===== src/hdl/usb_control_request_handler_macros.svh =====
// assertion macros for the usb control request handler
`ifndef USB_CONTROL_REQUEST_HANDLER_MACROS_SVH
`define USB_CONTROL_REQUEST_HANDLER_MACROS_SVH

// same-cycle implication
`define USBC_ASSERT_IMP(label, clk, rstn, ante, cons) \
  label: assert property (@(posedge clk) disable iff (!rstn) (ante) |-> (cons)) \
    else $error("usbc assertion failed");

// next-cycle implication
`define USBC_ASSERT_NXT(label, clk, rstn, ante, cons) \
  label: assert property (@(posedge clk) disable iff (!rstn) (ante) |=> (cons)) \
    else $error("usbc assertion failed");

`endif


===== src/hdl/usbc_pkg.sv =====
// shared types, codes and constants of the usb control request handler
package usbc_pkg;

  localparam int LEN_W   = 10;
  localparam int Q_DEPTH = 2;
  localparam int QPTR_W  = 1;
  localparam int QCNT_W  = 2;

  // command codes
  localparam logic [1:0] CMD_SETUP     = 2'd0;
  localparam logic [1:0] CMD_BUS_RESET = 2'd1;
  localparam logic [1:0] CMD_SUSPEND   = 2'd2;
  localparam logic [1:0] CMD_WAKEUP    = 2'd3;

  // bmRequestType kind
  localparam logic [7:0] RT_KIND_MASK = 8'h60;
  localparam logic [7:0] RT_STANDARD  = 8'h00;
  localparam logic [7:0] RT_CLASS     = 8'h20;

  // standard request codes
  localparam logic [7:0] RQ_GET_STATUS        = 8'h00;
  localparam logic [7:0] RQ_CLEAR_FEATURE     = 8'h01;
  localparam logic [7:0] RQ_SET_FEATURE       = 8'h03;
  localparam logic [7:0] RQ_SET_ADDRESS       = 8'h05;
  localparam logic [7:0] RQ_GET_DESCRIPTOR    = 8'h06;
  localparam logic [7:0] RQ_GET_CONFIGURATION = 8'h08;
  localparam logic [7:0] RQ_SET_CONFIGURATION = 8'h09;

  // hid class request codes
  localparam logic [7:0] HRQ_GET_REPORT   = 8'h01;
  localparam logic [7:0] HRQ_GET_IDLE     = 8'h02;
  localparam logic [7:0] HRQ_GET_PROTOCOL = 8'h03;
  localparam logic [7:0] HRQ_SET_REPORT   = 8'h09;
  localparam logic [7:0] HRQ_SET_IDLE     = 8'h0A;
  localparam logic [7:0] HRQ_SET_PROTOCOL = 8'h0B;

  // descriptor types
  localparam logic [7:0] DT_DEVICE = 8'h01;
  localparam logic [7:0] DT_CONFIG = 8'h02;
  localparam logic [7:0] DT_STRING = 8'h03;
  localparam logic [7:0] DT_HID    = 8'h21;
  localparam logic [7:0] DT_REPORT = 8'h22;

  localparam logic [7:0]       STR_IDX_LANG    = 8'h00;
  localparam logic [7:0]       STR_IDX_MAKER   = 8'h01;
  localparam logic [7:0]       STR_IDX_PRODUCT = 8'h02;
  localparam logic [7:0]       STR_IDX_SERIAL  = 8'h03;
  localparam logic [7:0]       STR_IDX_CFGREQ  = 8'hEE;
  localparam logic [6:0]       EP_ADDR_MASK    = 7'h7F;
  localparam logic [LEN_W-1:0] HID_DESC_BYTES  = 10'd9;
  localparam logic [LEN_W-1:0] ONE_BYTE        = 10'd1;
  localparam logic [LEN_W-1:0] STATUS_BYTES    = 10'd2;
  localparam logic [7:0]       PROTOCOL_REPORT = 8'h01;

  // actions
  localparam logic [1:0] ACT_NONE   = 2'd0;
  localparam logic [1:0] ACT_SEND   = 2'd1;
  localparam logic [1:0] ACT_STATUS = 2'd2;
  localparam logic [1:0] ACT_STALL  = 2'd3;

  // data sources
  localparam logic [3:0] SRC_DEVICE  = 4'd0;
  localparam logic [3:0] SRC_CONFIG  = 4'd1;
  localparam logic [3:0] SRC_LANG    = 4'd2;
  localparam logic [3:0] SRC_MAKER   = 4'd3;
  localparam logic [3:0] SRC_PRODUCT = 4'd4;
  localparam logic [3:0] SRC_SERIAL  = 4'd5;
  localparam logic [3:0] SRC_HID     = 4'd6;
  localparam logic [3:0] SRC_REPORT  = 4'd7;
  localparam logic [3:0] SRC_INLINE  = 4'd8;
  localparam logic [3:0] SRC_STATUS  = 4'd9;
  localparam logic [3:0] SRC_EMPTY   = 4'd10;

  // device state codes as reported
  localparam logic [2:0] DSC_UNATTACHED = 3'd0;
  localparam logic [2:0] DSC_DEFAULT    = 3'd1;
  localparam logic [2:0] DSC_ADDRESSED  = 3'd2;
  localparam logic [2:0] DSC_CONFIGURED = 3'd3;
  localparam logic [2:0] DSC_SUSPENDED  = 3'd4;

  // event bits
  localparam int         EV_BIT_RESET = 0;
  localparam logic [4:0] EV_RESET     = 5'b00001;
  localparam logic [4:0] EV_SUSPEND   = 5'b00010;
  localparam logic [4:0] EV_RESUME    = 5'b00100;
  localparam logic [4:0] EV_ENUM      = 5'b01000;
  localparam logic [4:0] EV_CFGREQ    = 5'b10000;

  // configuration register indexes
  localparam logic [2:0] REG_DEVICE_DESC = 3'd0;
  localparam logic [2:0] REG_CONFIG_DESC = 3'd1;
  localparam logic [2:0] REG_REPORT_DESC = 3'd2;
  localparam logic [2:0] REG_LANG_STR    = 3'd3;
  localparam logic [2:0] REG_MAKER_STR   = 3'd4;
  localparam logic [2:0] REG_PRODUCT_STR = 3'd5;
  localparam logic [2:0] REG_SERIAL_STR  = 3'd6;

  typedef enum logic [4:0] {
    DS_UNATTACHED = 5'b00001,
    DS_DEFAULT    = 5'b00010,
    DS_ADDRESSED  = 5'b00100,
    DS_CONFIGURED = 5'b01000,
    DS_SUSPENDED  = 5'b10000
  } dev_st_t;

  typedef enum logic [3:0] {
    OP_BUS_RESET  = 4'd0,
    OP_SUSPEND    = 4'd1,
    OP_WAKEUP     = 4'd2,
    OP_SEND       = 4'd3,
    OP_SEND_CFGV  = 4'd4,
    OP_SEND_IDLE  = 4'd5,
    OP_SET_ADDR   = 4'd6,
    OP_SET_CONFIG = 4'd7,
    OP_SET_IDLE   = 4'd8,
    OP_ACK        = 4'd9,
    OP_STALL      = 4'd10
  } op_t;

  typedef struct packed {
    logic [1:0]  command;
    logic [7:0]  request_type;
    logic [7:0]  request_code;
    logic [15:0] request_value;
    logic [15:0] request_index;
    logic [15:0] request_length;
  } req_t;

  typedef struct packed {
    logic [7:0]       device_desc;
    logic [LEN_W-1:0] config_desc;
    logic [LEN_W-1:0] report_desc;
    logic [7:0]       lang_str;
    logic [7:0]       maker_str;
    logic [7:0]       product_str;
    logic [7:0]       serial_str;
  } desc_len_t;

  typedef struct packed {
    op_t              op;
    logic [3:0]       src;
    logic [LEN_W-1:0] len;
    logic             zlp;
    logic [7:0]       inl;
    logic [7:0]       arg;
    logic [1:0]       halt;
    logic             cfgreq;
  } item_t;

  typedef struct packed {
    logic [1:0]       action;
    logic [3:0]       data_source;
    logic [LEN_W-1:0] send_length;
    logic             needs_zero_packet;
    logic [7:0]       inline_byte;
    logic [2:0]       device_state;
    logic [6:0]       device_address;
    logic [1:0]       clear_halt_endpoint;
    logic [4:0]       event_mask;
  } res_t;

  typedef struct packed {
    logic full;
    logic empty;
  } q_stat_t;

  function automatic logic [2:0] dev_st_code(dev_st_t st);
    logic [2:0] c;
    unique case (st)
      DS_UNATTACHED: c = DSC_UNATTACHED;
      DS_DEFAULT:    c = DSC_DEFAULT;
      DS_ADDRESSED:  c = DSC_ADDRESSED;
      DS_CONFIGURED: c = DSC_CONFIGURED;
      DS_SUSPENDED:  c = DSC_SUSPENDED;
      default:       c = DSC_UNATTACHED;
    endcase
    return c;
  endfunction

endpackage


===== src/hdl/usbc_req_if.sv =====
// request channel: setup packets and bus events
interface usbc_req_if;
  logic        valid;
  logic        ready;
  logic [1:0]  command;
  logic [7:0]  request_type;
  logic [7:0]  request_code;
  logic [15:0] request_value;
  logic [15:0] request_index;
  logic [15:0] request_length;

  modport source (output valid, command, request_type, request_code, request_value,
                  request_index, request_length, input ready);
  modport sink (input valid, command, request_type, request_code, request_value,
                request_index, request_length, output ready);
endinterface


===== src/hdl/usbc_res_if.sv =====
// result channel: one decision per request or event
interface usbc_res_if;
  logic       valid;
  logic       ready;
  logic [1:0] action;
  logic [3:0] data_source;
  logic [9:0] send_length;
  logic       needs_zero_packet;
  logic [7:0] inline_byte;
  logic [2:0] device_state;
  logic [6:0] device_address;
  logic [1:0] clear_halt_endpoint;
  logic [4:0] event_mask;

  modport source (output valid, action, data_source, send_length, needs_zero_packet,
                  inline_byte, device_state, device_address, clear_halt_endpoint,
                  event_mask, input ready);
  modport sink (input valid, action, data_source, send_length, needs_zero_packet,
                inline_byte, device_state, device_address, clear_halt_endpoint,
                event_mask, output ready);
endinterface


===== src/hdl/usbc_cfg_if.sv =====
// configuration write channel
interface usbc_cfg_if;
  logic       valid;
  logic       ready;
  logic [2:0] index;
  logic [9:0] data;

  modport source (output valid, index, data, input ready);
  modport sink (input valid, index, data, output ready);
endinterface


===== src/hdl/usbc_regs.sv =====
// descriptor length registers written through the configuration channel
module usbc_regs (
  input  logic                 clk,
  input  logic                 rst_n,
  input  logic                 wr_en,
  input  logic [2:0]           wr_index,
  input  logic [9:0]           wr_data,
  output usbc_pkg::desc_len_t  lens
);
  import usbc_pkg::*;

  desc_len_t lens_r, lens_nxt;

  always_comb begin
    lens_nxt = lens_r;
    if (wr_en) begin
      unique case (wr_index)
        REG_DEVICE_DESC: lens_nxt.device_desc = wr_data[7:0];
        REG_CONFIG_DESC: lens_nxt.config_desc = wr_data;
        REG_REPORT_DESC: lens_nxt.report_desc = wr_data;
        REG_LANG_STR:    lens_nxt.lang_str    = wr_data[7:0];
        REG_MAKER_STR:   lens_nxt.maker_str   = wr_data[7:0];
        REG_PRODUCT_STR: lens_nxt.product_str = wr_data[7:0];
        REG_SERIAL_STR:  lens_nxt.serial_str  = wr_data[7:0];
        default:         lens_nxt = lens_r;
      endcase
    end
  end

  always_ff @(posedge clk) begin
    if (!rst_n) begin
      lens_r.device_desc <= 8'd18;
      lens_r.config_desc <= 10'd34;
      lens_r.report_desc <= 10'd63;
      lens_r.lang_str    <= 8'd4;
      lens_r.maker_str   <= 8'd0;
      lens_r.product_str <= 8'd0;
      lens_r.serial_str  <= 8'd0;
    end else begin
      lens_r <= lens_nxt;
    end
  end

  assign lens = lens_r;
endmodule


===== src/hdl/usbc_front.sv =====
// front end: takes requests, decodes them and works out length and zero packet
module usbc_front #(
  parameter int PACKET_BYTES = 64,
  parameter int REPORT_BYTES = 8
) (
  input  logic                in_valid,
  output logic                in_ready,
  input  usbc_pkg::req_t      req,
  input  usbc_pkg::desc_len_t lens,
  input  usbc_pkg::q_stat_t   q_stat,
  output logic                push,
  output usbc_pkg::item_t     item
);
  import usbc_pkg::*;

  localparam int               LEN_MAX    = (1 << LEN_W) - 1;
  localparam int               MULT_COUNT = LEN_MAX / PACKET_BYTES;
  localparam logic [LEN_W-1:0] REPORT_LEN = LEN_W'(REPORT_BYTES);

  logic [7:0]       dtype;
  logic [7:0]       dindex;
  logic [6:0]       ep;
  logic             is_send;
  logic [LEN_W-1:0] sel_len;
  logic [LEN_W-1:0] n;
  logic             on_packet;
  item_t            it;

  assign in_ready = !q_stat.full;
  assign push     = in_valid && in_ready;

  assign dtype  = req.request_value[15:8];
  assign dindex = req.request_value[7:0];
  assign ep     = req.request_index[6:0] & EP_ADDR_MASK;

  always_comb begin
    it      = '0;
    it.op   = OP_STALL;
    is_send = 1'b0;
    sel_len = '0;
    unique case (req.command)
      CMD_BUS_RESET: it.op = OP_BUS_RESET;
      CMD_SUSPEND:   it.op = OP_SUSPEND;
      CMD_WAKEUP:    it.op = OP_WAKEUP;
      default: begin
        priority if ((req.request_type & RT_KIND_MASK) == RT_STANDARD) begin
          priority case (req.request_code)
            RQ_GET_DESCRIPTOR: begin
              priority case (dtype)
                DT_DEVICE: begin
                  it.op = OP_SEND; it.src = SRC_DEVICE; is_send = 1'b1;
                  sel_len = {2'b00, lens.device_desc};
                end
                DT_CONFIG: begin
                  it.op = OP_SEND; it.src = SRC_CONFIG; is_send = 1'b1;
                  sel_len = lens.config_desc; it.cfgreq = 1'b1;
                end
                DT_STRING: begin
                  it.cfgreq = (dindex == STR_IDX_CFGREQ);
                  priority case (dindex)
                    STR_IDX_LANG: begin
                      it.op = OP_SEND; it.src = SRC_LANG; is_send = 1'b1;
                      sel_len = {2'b00, lens.lang_str};
                    end
                    STR_IDX_MAKER: begin
                      it.op = OP_SEND; it.src = SRC_MAKER; is_send = 1'b1;
                      sel_len = {2'b00, lens.maker_str};
                    end
                    STR_IDX_PRODUCT: begin
                      it.op = OP_SEND; it.src = SRC_PRODUCT; is_send = 1'b1;
                      sel_len = {2'b00, lens.product_str};
                    end
                    STR_IDX_SERIAL: begin
                      it.op = OP_SEND; it.src = SRC_SERIAL; is_send = 1'b1;
                      sel_len = {2'b00, lens.serial_str};
                    end
                    default: it.op = OP_STALL;
                  endcase
                end
                DT_HID: begin
                  it.op = OP_SEND; it.src = SRC_HID; is_send = 1'b1;
                  sel_len = HID_DESC_BYTES;
                end
                DT_REPORT: begin
                  it.op = OP_SEND; it.src = SRC_REPORT; is_send = 1'b1;
                  sel_len = lens.report_desc;
                end
                default: it.op = OP_STALL;
              endcase
            end
            RQ_SET_ADDRESS: begin
              it.op  = OP_SET_ADDR;
              it.arg = dindex;
            end
            RQ_SET_CONFIGURATION: begin
              it.op  = OP_SET_CONFIG;
              it.arg = dindex;
            end
            RQ_GET_CONFIGURATION: begin
              it.op = OP_SEND_CFGV; it.src = SRC_INLINE; is_send = 1'b1;
              sel_len = ONE_BYTE;
            end
            RQ_GET_STATUS: begin
              it.op = OP_SEND; it.src = SRC_STATUS; is_send = 1'b1;
              sel_len = STATUS_BYTES;
            end
            RQ_CLEAR_FEATURE, RQ_SET_FEATURE: begin
              it.op = OP_ACK;
              // endpoint halt clear only for feature selector zero on endpoints 1 to 3
              if (req.request_code == RQ_CLEAR_FEATURE && req.request_value == 16'd0 &&
                  ep != 7'd0 && ep <= 7'd3) begin
                it.halt = ep[1:0];
              end
            end
            default: it.op = OP_STALL;
          endcase
        end else if ((req.request_type & RT_KIND_MASK) == RT_CLASS) begin
          priority case (req.request_code)
            HRQ_SET_IDLE: begin
              it.op  = OP_SET_IDLE;
              it.arg = dtype;
            end
            HRQ_GET_IDLE: begin
              it.op = OP_SEND_IDLE; it.src = SRC_INLINE; is_send = 1'b1;
              sel_len = ONE_BYTE;
            end
            HRQ_GET_PROTOCOL: begin
              it.op = OP_SEND; it.src = SRC_INLINE; is_send = 1'b1;
              sel_len = ONE_BYTE; it.inl = PROTOCOL_REPORT;
            end
            HRQ_SET_PROTOCOL, HRQ_SET_REPORT: it.op = OP_ACK;
            HRQ_GET_REPORT: begin
              it.op = OP_SEND; it.src = SRC_EMPTY; is_send = 1'b1;
              sel_len = REPORT_LEN; it.inl = dindex;
            end
            default: it.op = OP_STALL;
          endcase
        end else begin
          it.op = OP_STALL;
        end
      end
    endcase
  end

  // clamp to wLength
  always_comb begin
    if ({6'b000000, sel_len} > req.request_length) begin
      n = req.request_length[LEN_W-1:0];
    end else begin
      n = sel_len;
    end
  end

  // zero or a whole number of packets
  always_comb begin
    on_packet = 1'b0;
    for (int k = 0; k <= MULT_COUNT; k++) begin
      if (n == LEN_W'(k * PACKET_BYTES)) on_packet = 1'b1;
    end
  end

  always_comb begin
    item = it;
    if (is_send) begin
      item.len = n;
      item.zlp = on_packet && (req.request_length > {6'b000000, n});
    end
  end
endmodule


===== src/hdl/usbc_fifo.sv =====
// short queue of decoded items between front and back
module usbc_fifo (
  input  logic              clk,
  input  logic              rst_n,
  input  logic              push,
  input  usbc_pkg::item_t   push_item,
  input  logic              pop,
  output usbc_pkg::item_t   head,
  output usbc_pkg::q_stat_t stat
);
  import usbc_pkg::*;

  item_t             slots [Q_DEPTH];
  logic [QPTR_W-1:0] wr_ptr_r, wr_ptr_nxt;
  logic [QPTR_W-1:0] rd_ptr_r, rd_ptr_nxt;
  logic [QCNT_W-1:0] cnt_r, cnt_nxt;
  logic              do_push;
  logic              do_pop;

  assign stat.full  = (cnt_r == QCNT_W'(Q_DEPTH));
  assign stat.empty = (cnt_r == '0);
  assign do_push    = push && !stat.full;
  assign do_pop     = pop && !stat.empty;
  assign head       = slots[rd_ptr_r];

  always_comb begin
    wr_ptr_nxt = wr_ptr_r;
    rd_ptr_nxt = rd_ptr_r;
    cnt_nxt    = cnt_r;
    if (do_push) begin
      wr_ptr_nxt = (wr_ptr_r == QPTR_W'(Q_DEPTH - 1)) ? '0 : wr_ptr_r + 1'b1;
    end
    if (do_pop) begin
      rd_ptr_nxt = (rd_ptr_r == QPTR_W'(Q_DEPTH - 1)) ? '0 : rd_ptr_r + 1'b1;
    end
    if (do_push && !do_pop) begin
      cnt_nxt = cnt_r + 1'b1;
    end else if (do_pop && !do_push) begin
      cnt_nxt = cnt_r - 1'b1;
    end
  end

  always_ff @(posedge clk) begin
    if (!rst_n) begin
      wr_ptr_r <= '0;
      rd_ptr_r <= '0;
      cnt_r    <= '0;
    end else begin
      wr_ptr_r <= wr_ptr_nxt;
      rd_ptr_r <= rd_ptr_nxt;
      cnt_r    <= cnt_nxt;
    end
  end

  always_ff @(posedge clk) begin
    if (do_push) slots[wr_ptr_r] <= push_item;
  end
endmodule


===== src/hdl/usbc_back.sv =====
// back end: applies items to the device state and registers the result
module usbc_back (
  input  logic              clk,
  input  logic              rst_n,
  input  usbc_pkg::item_t   head,
  input  usbc_pkg::q_stat_t q_stat,
  output logic              pop,
  output logic              out_valid,
  input  logic              out_ready,
  output usbc_pkg::res_t    res
);
  import usbc_pkg::*;

  dev_st_t    st_r, st_nxt;
  logic [6:0] addr_r, addr_nxt;
  logic [7:0] cfgv_r, cfgv_nxt;
  logic [7:0] idle_r, idle_nxt;
  logic       out_valid_r;
  res_t       res_r, r;

  assign pop = !q_stat.empty && (!out_valid_r || out_ready);

  always_comb begin
    st_nxt   = st_r;
    addr_nxt = addr_r;
    cfgv_nxt = cfgv_r;
    idle_nxt = idle_r;
    r        = '0;
    r.action = ACT_NONE;
    unique case (head.op)
      OP_BUS_RESET: begin
        st_nxt       = DS_DEFAULT;
        addr_nxt     = '0;
        cfgv_nxt     = '0;
        r.event_mask = EV_RESET;
      end
      OP_SUSPEND: begin
        st_nxt       = DS_SUSPENDED;
        r.event_mask = EV_SUSPEND;
      end
      OP_WAKEUP: begin
        if (st_r == DS_SUSPENDED) st_nxt = (cfgv_r != 8'd0) ? DS_CONFIGURED : DS_DEFAULT;
        r.event_mask = EV_RESUME;
      end
      OP_SEND, OP_SEND_CFGV, OP_SEND_IDLE: begin
        r.action            = ACT_SEND;
        r.data_source       = head.src;
        r.send_length       = head.len;
        r.needs_zero_packet = head.zlp;
        if (head.op == OP_SEND_CFGV) begin
          r.inline_byte = cfgv_r;
        end else if (head.op == OP_SEND_IDLE) begin
          r.inline_byte = idle_r;
        end else begin
          r.inline_byte = head.inl;
        end
      end
      OP_SET_ADDR: begin
        addr_nxt = head.arg[6:0];
        st_nxt   = DS_ADDRESSED;
        r.action = ACT_STATUS;
      end
      OP_SET_CONFIG: begin
        cfgv_nxt = head.arg;
        if (head.arg != 8'd0) begin
          st_nxt       = DS_CONFIGURED;
          r.event_mask = EV_ENUM | EV_CFGREQ;
        end
        r.action = ACT_STATUS;
      end
      OP_SET_IDLE: begin
        idle_nxt = head.arg;
        r.action = ACT_STATUS;
      end
      OP_ACK: begin
        r.action              = ACT_STATUS;
        r.clear_halt_endpoint = head.halt;
      end
      default: r.action = ACT_STALL;
    endcase
    if (head.cfgreq) r.event_mask = r.event_mask | EV_CFGREQ;
    r.device_state   = dev_st_code(st_nxt);
    r.device_address = addr_nxt;
  end

  always_ff @(posedge clk) begin
    if (!rst_n) begin
      st_r        <= DS_UNATTACHED;
      addr_r      <= '0;
      cfgv_r      <= '0;
      idle_r      <= '0;
      out_valid_r <= 1'b0;
    end else begin
      if (pop) begin
        st_r        <= st_nxt;
        addr_r      <= addr_nxt;
        cfgv_r      <= cfgv_nxt;
        idle_r      <= idle_nxt;
        out_valid_r <= 1'b1;
      end else if (out_ready) begin
        out_valid_r <= 1'b0;
      end
    end
  end

  always_ff @(posedge clk) begin
    if (pop) res_r <= r;
  end

  assign out_valid = out_valid_r;
  assign res       = res_r;
endmodule


===== src/hdl/usb_control_request_handler.sv =====
// Control endpoint request handler for a HID device: decodes setup packets
// and bus events and decides the response of each.
//
// in_req carries one setup packet or bus event (reset, suspend, wakeup) per
// transfer; out_res returns exactly one decision per item, in order: action,
// data source, clamped length, zero packet flag, inline byte, the device
// state and address after the item, a halt clear and the event bits.
// cfg_wr writes the descriptor length registers; it is always ready.
// Path: decode and queue write at the input transfer, then the state update
// into the output register once that register is empty or being taken.
// Throughput: one item per cycle while out_res.ready stays high, set by the
// single output register stage.
// If out_res is stalled the queue absorbs two more items before in_req.ready
// drops; nothing is lost or reordered.
// Reset (rst_n low, synchronous) empties the queue, drops out_res.valid,
// puts the device unattached with address, configuration and idle rate zero
// and loads the default descriptor lengths.
module usb_control_request_handler #(
  parameter int PACKET_BYTES = 64,
  parameter int REPORT_BYTES = 8
) (
  input  logic       clk,
  input  logic       rst_n,
  usbc_req_if.sink   in_req,
  usbc_res_if.source out_res,
  usbc_cfg_if.sink   cfg_wr
);
  import usbc_pkg::*;

`include "usb_control_request_handler_macros.svh"

  req_t      req;
  desc_len_t lens;
  q_stat_t   q_stat;
  item_t     fe_item;
  item_t     q_head;
  res_t      res;
  logic      push;
  logic      pop;

  assign cfg_wr.ready = 1'b1;

  assign req.command        = in_req.command;
  assign req.request_type   = in_req.request_type;
  assign req.request_code   = in_req.request_code;
  assign req.request_value  = in_req.request_value;
  assign req.request_index  = in_req.request_index;
  assign req.request_length = in_req.request_length;

  usbc_regs u_regs (
    .clk      (clk),
    .rst_n    (rst_n),
    .wr_en    (cfg_wr.valid),
    .wr_index (cfg_wr.index),
    .wr_data  (cfg_wr.data),
    .lens     (lens)
  );

  usbc_front #(
    .PACKET_BYTES (PACKET_BYTES),
    .REPORT_BYTES (REPORT_BYTES)
  ) u_front (
    .in_valid (in_req.valid),
    .in_ready (in_req.ready),
    .req      (req),
    .lens     (lens),
    .q_stat   (q_stat),
    .push     (push),
    .item     (fe_item)
  );

  usbc_fifo u_fifo (
    .clk       (clk),
    .rst_n     (rst_n),
    .push      (push),
    .push_item (fe_item),
    .pop       (pop),
    .head      (q_head),
    .stat      (q_stat)
  );

  usbc_back u_back (
    .clk       (clk),
    .rst_n     (rst_n),
    .head      (q_head),
    .q_stat    (q_stat),
    .pop       (pop),
    .out_valid (out_res.valid),
    .out_ready (out_res.ready),
    .res       (res)
  );

  assign out_res.action              = res.action;
  assign out_res.data_source         = res.data_source;
  assign out_res.send_length         = res.send_length;
  assign out_res.needs_zero_packet   = res.needs_zero_packet;
  assign out_res.inline_byte         = res.inline_byte;
  assign out_res.device_state        = res.device_state;
  assign out_res.device_address      = res.device_address;
  assign out_res.clear_halt_endpoint = res.clear_halt_endpoint;
  assign out_res.event_mask          = res.event_mask;

  `USBC_ASSERT_IMP(a_zlp_only_send, clk, rst_n, out_res.valid && out_res.needs_zero_packet, out_res.action == ACT_SEND)
  `USBC_ASSERT_IMP(a_reset_event_state, clk, rst_n, out_res.valid && out_res.event_mask[EV_BIT_RESET], out_res.device_state == DSC_DEFAULT && out_res.device_address == 7'd0)
  `USBC_ASSERT_IMP(a_quiet_fields, clk, rst_n, out_res.valid && out_res.action != ACT_SEND, out_res.send_length == 10'd0 && out_res.inline_byte == 8'd0)
  `USBC_ASSERT_NXT(a_pop_gives_valid, clk, rst_n, pop, out_res.valid)

endmodule


===== src/flat_wrapper.sv =====
// flat-port wrapper written by rule: the top's interface ports become plain ports
module usb_control_request_handler_flat import usbc_pkg::*;
#(
  parameter int PACKET_BYTES = 64,
  parameter int REPORT_BYTES = 8
)
  (clk, rst_n, in_req_valid, in_req_command, in_req_request_type, in_req_request_code, in_req_request_value, in_req_request_index, in_req_request_length, in_req_ready, out_res_valid, out_res_action, out_res_data_source, out_res_send_length, out_res_needs_zero_packet, out_res_inline_byte, out_res_device_state, out_res_device_address, out_res_clear_halt_endpoint, out_res_event_mask, out_res_ready, cfg_wr_valid, cfg_wr_index, cfg_wr_data, cfg_wr_ready);
  usbc_req_if in_req_i ();
  usbc_res_if out_res_i ();
  usbc_cfg_if cfg_wr_i ();
  input  logic clk;
  input  logic rst_n;
  input wire logic [$bits(in_req_i.valid)-1:0] in_req_valid;
  input wire logic [$bits(in_req_i.command)-1:0] in_req_command;
  input wire logic [$bits(in_req_i.request_type)-1:0] in_req_request_type;
  input wire logic [$bits(in_req_i.request_code)-1:0] in_req_request_code;
  input wire logic [$bits(in_req_i.request_value)-1:0] in_req_request_value;
  input wire logic [$bits(in_req_i.request_index)-1:0] in_req_request_index;
  input wire logic [$bits(in_req_i.request_length)-1:0] in_req_request_length;
  output wire logic [$bits(in_req_i.ready)-1:0] in_req_ready;
  output wire logic [$bits(out_res_i.valid)-1:0] out_res_valid;
  output wire logic [$bits(out_res_i.action)-1:0] out_res_action;
  output wire logic [$bits(out_res_i.data_source)-1:0] out_res_data_source;
  output wire logic [$bits(out_res_i.send_length)-1:0] out_res_send_length;
  output wire logic [$bits(out_res_i.needs_zero_packet)-1:0] out_res_needs_zero_packet;
  output wire logic [$bits(out_res_i.inline_byte)-1:0] out_res_inline_byte;
  output wire logic [$bits(out_res_i.device_state)-1:0] out_res_device_state;
  output wire logic [$bits(out_res_i.device_address)-1:0] out_res_device_address;
  output wire logic [$bits(out_res_i.clear_halt_endpoint)-1:0] out_res_clear_halt_endpoint;
  output wire logic [$bits(out_res_i.event_mask)-1:0] out_res_event_mask;
  input wire logic [$bits(out_res_i.ready)-1:0] out_res_ready;
  input wire logic [$bits(cfg_wr_i.valid)-1:0] cfg_wr_valid;
  input wire logic [$bits(cfg_wr_i.index)-1:0] cfg_wr_index;
  input wire logic [$bits(cfg_wr_i.data)-1:0] cfg_wr_data;
  output wire logic [$bits(cfg_wr_i.ready)-1:0] cfg_wr_ready;
  assign in_req_i.valid = in_req_valid;
  assign in_req_i.command = in_req_command;
  assign in_req_i.request_type = in_req_request_type;
  assign in_req_i.request_code = in_req_request_code;
  assign in_req_i.request_value = in_req_request_value;
  assign in_req_i.request_index = in_req_request_index;
  assign in_req_i.request_length = in_req_request_length;
  assign in_req_ready = in_req_i.ready;
  assign out_res_valid = out_res_i.valid;
  assign out_res_action = out_res_i.action;
  assign out_res_data_source = out_res_i.data_source;
  assign out_res_send_length = out_res_i.send_length;
  assign out_res_needs_zero_packet = out_res_i.needs_zero_packet;
  assign out_res_inline_byte = out_res_i.inline_byte;
  assign out_res_device_state = out_res_i.device_state;
  assign out_res_device_address = out_res_i.device_address;
  assign out_res_clear_halt_endpoint = out_res_i.clear_halt_endpoint;
  assign out_res_event_mask = out_res_i.event_mask;
  assign out_res_i.ready = out_res_ready;
  assign cfg_wr_i.valid = cfg_wr_valid;
  assign cfg_wr_i.index = cfg_wr_index;
  assign cfg_wr_i.data = cfg_wr_data;
  assign cfg_wr_ready = cfg_wr_i.ready;
  usb_control_request_handler #(.PACKET_BYTES(PACKET_BYTES), .REPORT_BYTES(REPORT_BYTES)) u_core (.clk(clk), .rst_n(rst_n), .in_req(in_req_i), .out_res(out_res_i), .cfg_wr(cfg_wr_i));
endmodule

===== config.mk =====
export PLATFORM = sky130hd
export DESIGN_NAME = usb_control_request_handler_flat
export DESIGN_NICKNAME = d
export VERILOG_FILES = /design/src/hdl/usbc_pkg.sv /design/src/hdl/usbc_req_if.sv /design/src/hdl/usbc_res_if.sv /design/src/hdl/usbc_cfg_if.sv /design/src/hdl/usbc_regs.sv /design/src/hdl/usbc_front.sv /design/src/hdl/usbc_fifo.sv /design/src/hdl/usbc_back.sv /design/src/hdl/usb_control_request_handler.sv /design/src/flat_wrapper.sv
export VERILOG_INCLUDE_DIRS = /design/src /design/src/hdl
export SDC_FILE = /design/constraint.sdc
export NUM_CORES = 1
export LEC_CHECK = 0
export BUFFER_PORTS_ARGS = -buffer_cell sky130_fd_sc_hd__buf_2
export CAP_MARGIN = 20
export CORE_UTILIZATION = 35
export CTS_BUF_LIST = sky130_fd_sc_hd__clkbuf_4 sky130_fd_sc_hd__clkbuf_8
export DETAILED_ROUTE_END_ITERATION = 6
export GPL_ROUTABILITY_DRIVEN = 0
export PLACE_DENSITY = 0.62
export SLEW_MARGIN = 40
export SYNTH_ARGS = -nofsm -noshare
export SYNTH_HDL_FRONTEND = slang
export SYNTH_SLANG_ARGS = --single-unit

===== constraint.sdc =====
create_clock -name clk -period 5 [get_ports clk]
set_clock_uncertainty 0.15 [all_clocks]
set_input_delay 0.5 -clock clk [delete_from_list [all_inputs] [get_ports clk]]
set_output_delay 0.5 -clock clk [all_outputs]
set_load 0.1 [all_outputs]

==> parameters.txt <==
Parameter                              Value

Place
  Total placed cells including tap cells ... 1510
  Port buffer count ... 112
  Worst slack at placement ... -0.2596 ns
  Post-detail-place hpwl ... 18340 um

Clocking
  Clock sink total ... 212
  CTS-repair resized insts ... 0
  Number of H-tree levels ... 2
  Number of buffers on the longest clock path ... 3
  Skew-Pair Late Insertion Delay ... 0.53 ns
  Number of CTS-inserted buffers ... 38
  Clock transition at the register clock pins on the worst setup and hold paths after CTS ... 0.05 ns
  TritonCTS clock tree ... done
  Clock root cell ... clkbuf_8
  Hold buffer count at cts ... 0
  Number of buffers added for setup after CTS ... 0

STA
  Slew at the pin with the worst max-slew slack ... 0.7608 ns
  Setup repair after global routing missed its margin ... false
  Min cycle time layout ... 4.721 ns
  Final hold violation count ... 0
  Setup Viol. Count Final ... 0
  Worst Hold Margin ... 0.08583 ns
  Final Worst Setup Slack ... 0.2790 ns
  Max Fclk ... 211.8 MHz
  Post-route clock period utilization ... 94.42%
  Rel. slew slack ... 47.83%
  Final count of pins violating max slew ... 0

Setup path
  Worst path slowest cell ... or4_1
  Required time of the critical path ... 5.15 ns
  Arrival time worst endpoint ... 4.87 ns
  Setup slack of the most critical reg-to-reg path ... 0.66 ns
  Cell occurring most often along the worst timing path ... a21oi_1
  Peak fanout along the critical path ... 12
  Startpoint kind of the worst setup timing path ... input port
  Depth of the most critical reg-to-reg path ... 16
  Crit path buf inv count ... 1
  Startpoint of the worst register-to-register path ... u_core.u_regs.lens[9]
  Nature of the critical path endpoint ... flop
  Crit-path cells ... buf_2 -> or4_1 -> or3_4 -> nor2_1 -> a21boi_0 -> a221oi_1 -> ha_1 -> a21oi_1 -> a21oi_1 -> o21ai_2 -> a21oi_1 -> ha_1 -> a21o_1 -> nand2b_1 -> o31ai_1 -> nor3_1 -> o221ai_1 -> a311oi_1
  Largest stage delay on the critical path ... 0.59 ns
  Critical path class ... input port to flop
  Capture instance of the worst register-to-register path ... u_core.u_fifo.slots[1][19]
  Top delay family on crit path ... compound AO/OA/AOI/OAI gates

Floorplanning
  Initial standard-cell utilization of the core ... 35.54%
  I/O pin cnt ... 129
  Die footprint ... 29830 um^2
  Standard cell core area ... 28700 um^2
  Die span in y ... 172.7 um
  Row Count ... 62
  Chip Width ... 172.7 um

Global route
  Wire length of the first global-routing pass ... 40500 um
  Via count of the first global-routing pass ... 7745
  Number of antenna violations at the first check in global routing ... 1
  Pin count of the biggest net entering global routing ... 73
  GRT Overall Usage ... 16.88%
  Leftover overflow at the end of global routing ... 0

Pwr
  P per Cell Area ... 519.4 nW/um^2
  Worst VDD drop ... 0.0003171 V
  Standby leakage power ... 4.661 nW

Cells and area
  Antenna diode count ... 0
  Final Non-Filler Cells ... 1578
  Final-layout fill cell count ... 2783
  Net count, final ... 1269
  Fraction of layout instances using a drive strength above 1 ... 24.29%
  Area growth from synthesis to layout ... 22.04%
  Fraction of the core area covered by cells at the end of the flow ... 43.37%

Synthesis
  Flip-flop and latch count after synthesis ... 212
  Per-instance average area after synthesis ... 10.27 um^2
  Post-synthesis sequential area ratio ... 53.19%
  Nets in the synthesized netlist ... 1096
  Async set-reset flop share out of synthesis ... 0%
  Synth warn ... 0
  EDFF count, synth ... 118
  Largest cells by area after synthesis ... edfxtp_1, dfxtp_1, nand2_1
  Synth Instances ... 993
  Leading register cell type out of synthesis ... edfxtp_1
  Top-area cell type share of the netlist area ... 34.74%
  Library cell occupying the most area in the post-synthesis netlist ... edfxtp_1
  Number of distinct library cell variants in the gate-level netlist after synthesis ... 70
  Syn Std Cell Area ... 10200 um^2

Routing
  First drt pass iteration count ... 5
  Average wire per standard cell ... 16.08 um
  DRT antenna net count ... 0
  Drt first-iter violations ... 607
  Number of vias per cell ... 5.051
  Routed WL ... 25380 um
  Vias ... 7971
  Residual DRC ... 0

Min path
  Classification of the worst-slack hold path ... input port to flop
  End point of the most critical hold path ... u_core.u_regs.lens[41]
  Number of cells traversed by the worst hold path ... 3
  Min-delay src ... cfg_wr_data[9]

Outcome
  Status ... completed

Job
  Max-Cap Viols ... 0
[state kept, by name, indices dropped and copies added (netlist names), named ones only]
register and cells:
u_core.u_fifo.slots 76, u_core.u_regs.lens 60, u_core.u_back.res 42, u_core.u_back.cfgv_r 8
u_core.u_back.idle_r 8, u_core.u_back.addr_r 7, u_core.u_back.st_r 5, u_core.u_fifo.cnt_r 2
u_core.u_back.out_valid 1, u_core.u_fifo.rd_ptr_r 1, u_core.u_fifo.wr_ptr_r 1
[per-layer routing]
| metal | vias to the layer above | share of wire [%] | global-route usage [%] |
|---|---|---|---|
| met3 | 55 | 4.8 | 2.792 |
| met2 | 233 | 48 | 29.12 |
| met4 | 2 | 2.8 | 6.158 |
| met5 | - | 0.063 | 0 |
| li1 | 3953 | - | - |
| met1 | 3728 | 44 | 21.24 |
[Yosys cell counts (all sizes together), types with 15 or more instances]
cell	instances
nand3	24
mux2i	45
a21oi	45
nor2b	31
nor3	27
a22oi	18
a22o	15
o21ai	20
inv	17
edfxtp	118
nor2	96
dfxtp	94
clkbuf	28
nand2	173
ha	19
a21boi	58
[cell type report]
cell class                      count  area [um^2]  area share, %
Clock buffer                       59        718.2          5.769
Clock inverter                      9        153.9          1.236
Inverter                           17        63.81         0.5126
Multi-Input combinational cell    724         4587          36.85
Sequential cell                   212         5426          43.59
Tap cell                          384        480.5          3.860
Timing Repair Buffer              173         1018          8.182
[cell families (layout without fill, tap and decap cells)]
group | count (synthesis) | in the layout | synth area share (%)
AOI/OAI and AO/OA | 204 | 204 | 14.14
xor gates and xnor gates | 8 | 8 | 0.6869
adders and majority gates | 19 | 19 | 2.331
buffers and inverters | 57 | 258 | 2.282
DFF | 212 | 212 | 53.19
muxes | 66 | 66 | 7.618
other | 1 | 1 | 0.03677
and+or+nand+nor | 426 | 426 | 19.71
[tightest hold or removal path, stage by stage]
cell      delay, ns
buf_2          0.10
nand2_1        0.04
a21boi_0       0.06
[through the flow]
step / cell area (um^2) / setup TNS [ns] / power (mW)
after floorplan: 10200 / 0 / 4.245
after global routing: 12450 / 0 / 6.725
after global placement: 11540 / -0.2166 / 4.638
after CTS: 12430 / 0 / 6.520
after detailed placement: 11560 / -0.5191 / 4.660
final: 12450 / 0 / 6.465
[report_power, final]
part / total [mW] / internal [mW] / switching [mW] / leakage [nW]
clock network: 1.84 / 1.12 / 0.715 / 0.460
logic: 2.30 / 0.432 / 1.87 / 2.29
registers: 2.33 / 2.21 / 0.115 / 1.91
total: 6.47 / 3.77 / 2.70 / 4.66
[worst max-delay path by stage]
stage	depth (start not counted)	start	endpoint
2_1_floorplan	20	in_req_request_code[2]	u_core.u_fifo.slots[0][19]
3_3_place_gp	21	in_req_request_value[10]	u_core.u_fifo.slots[0][19]
3_5_place_dp	19	in_req_request_value[10]	u_core.u_fifo.slots[1][19]
4_1_cts	18	in_req_request_value[10]	u_core.u_fifo.slots[1][19]
5_1_grt	19	in_req_request_value[10]	u_core.u_fifo.slots[1][19]
6_report	18	in_req_request_value[10]	u_core.u_fifo.slots[1][19]
[cell usage in the layout (no fill, tap or decap), types with 5 or more instances in the layout]
cell type and n:
inv_1 16, mux2i_1 45, buf_4 61, nor3_1 23, o21ai_0 17, nor2_1 92, nand2b_1 10, dfxtp_1 93
clkbuf_8 44, nor4_1 12, and2_1 13, clkbuf_4 15, and3_1 9, nand4_1 5, nand2_1 172, nor2b_1 31
mux2_2 13, a22oi_1 18, edfxtp_1 118, buf_2 112, nand3_1 23, a21boi_0 58, mux4_2 8, a211oi_1 13
ha_1 19, a22o_1 15, a21oi_1 44
Power figures use the tool's default switching activity.
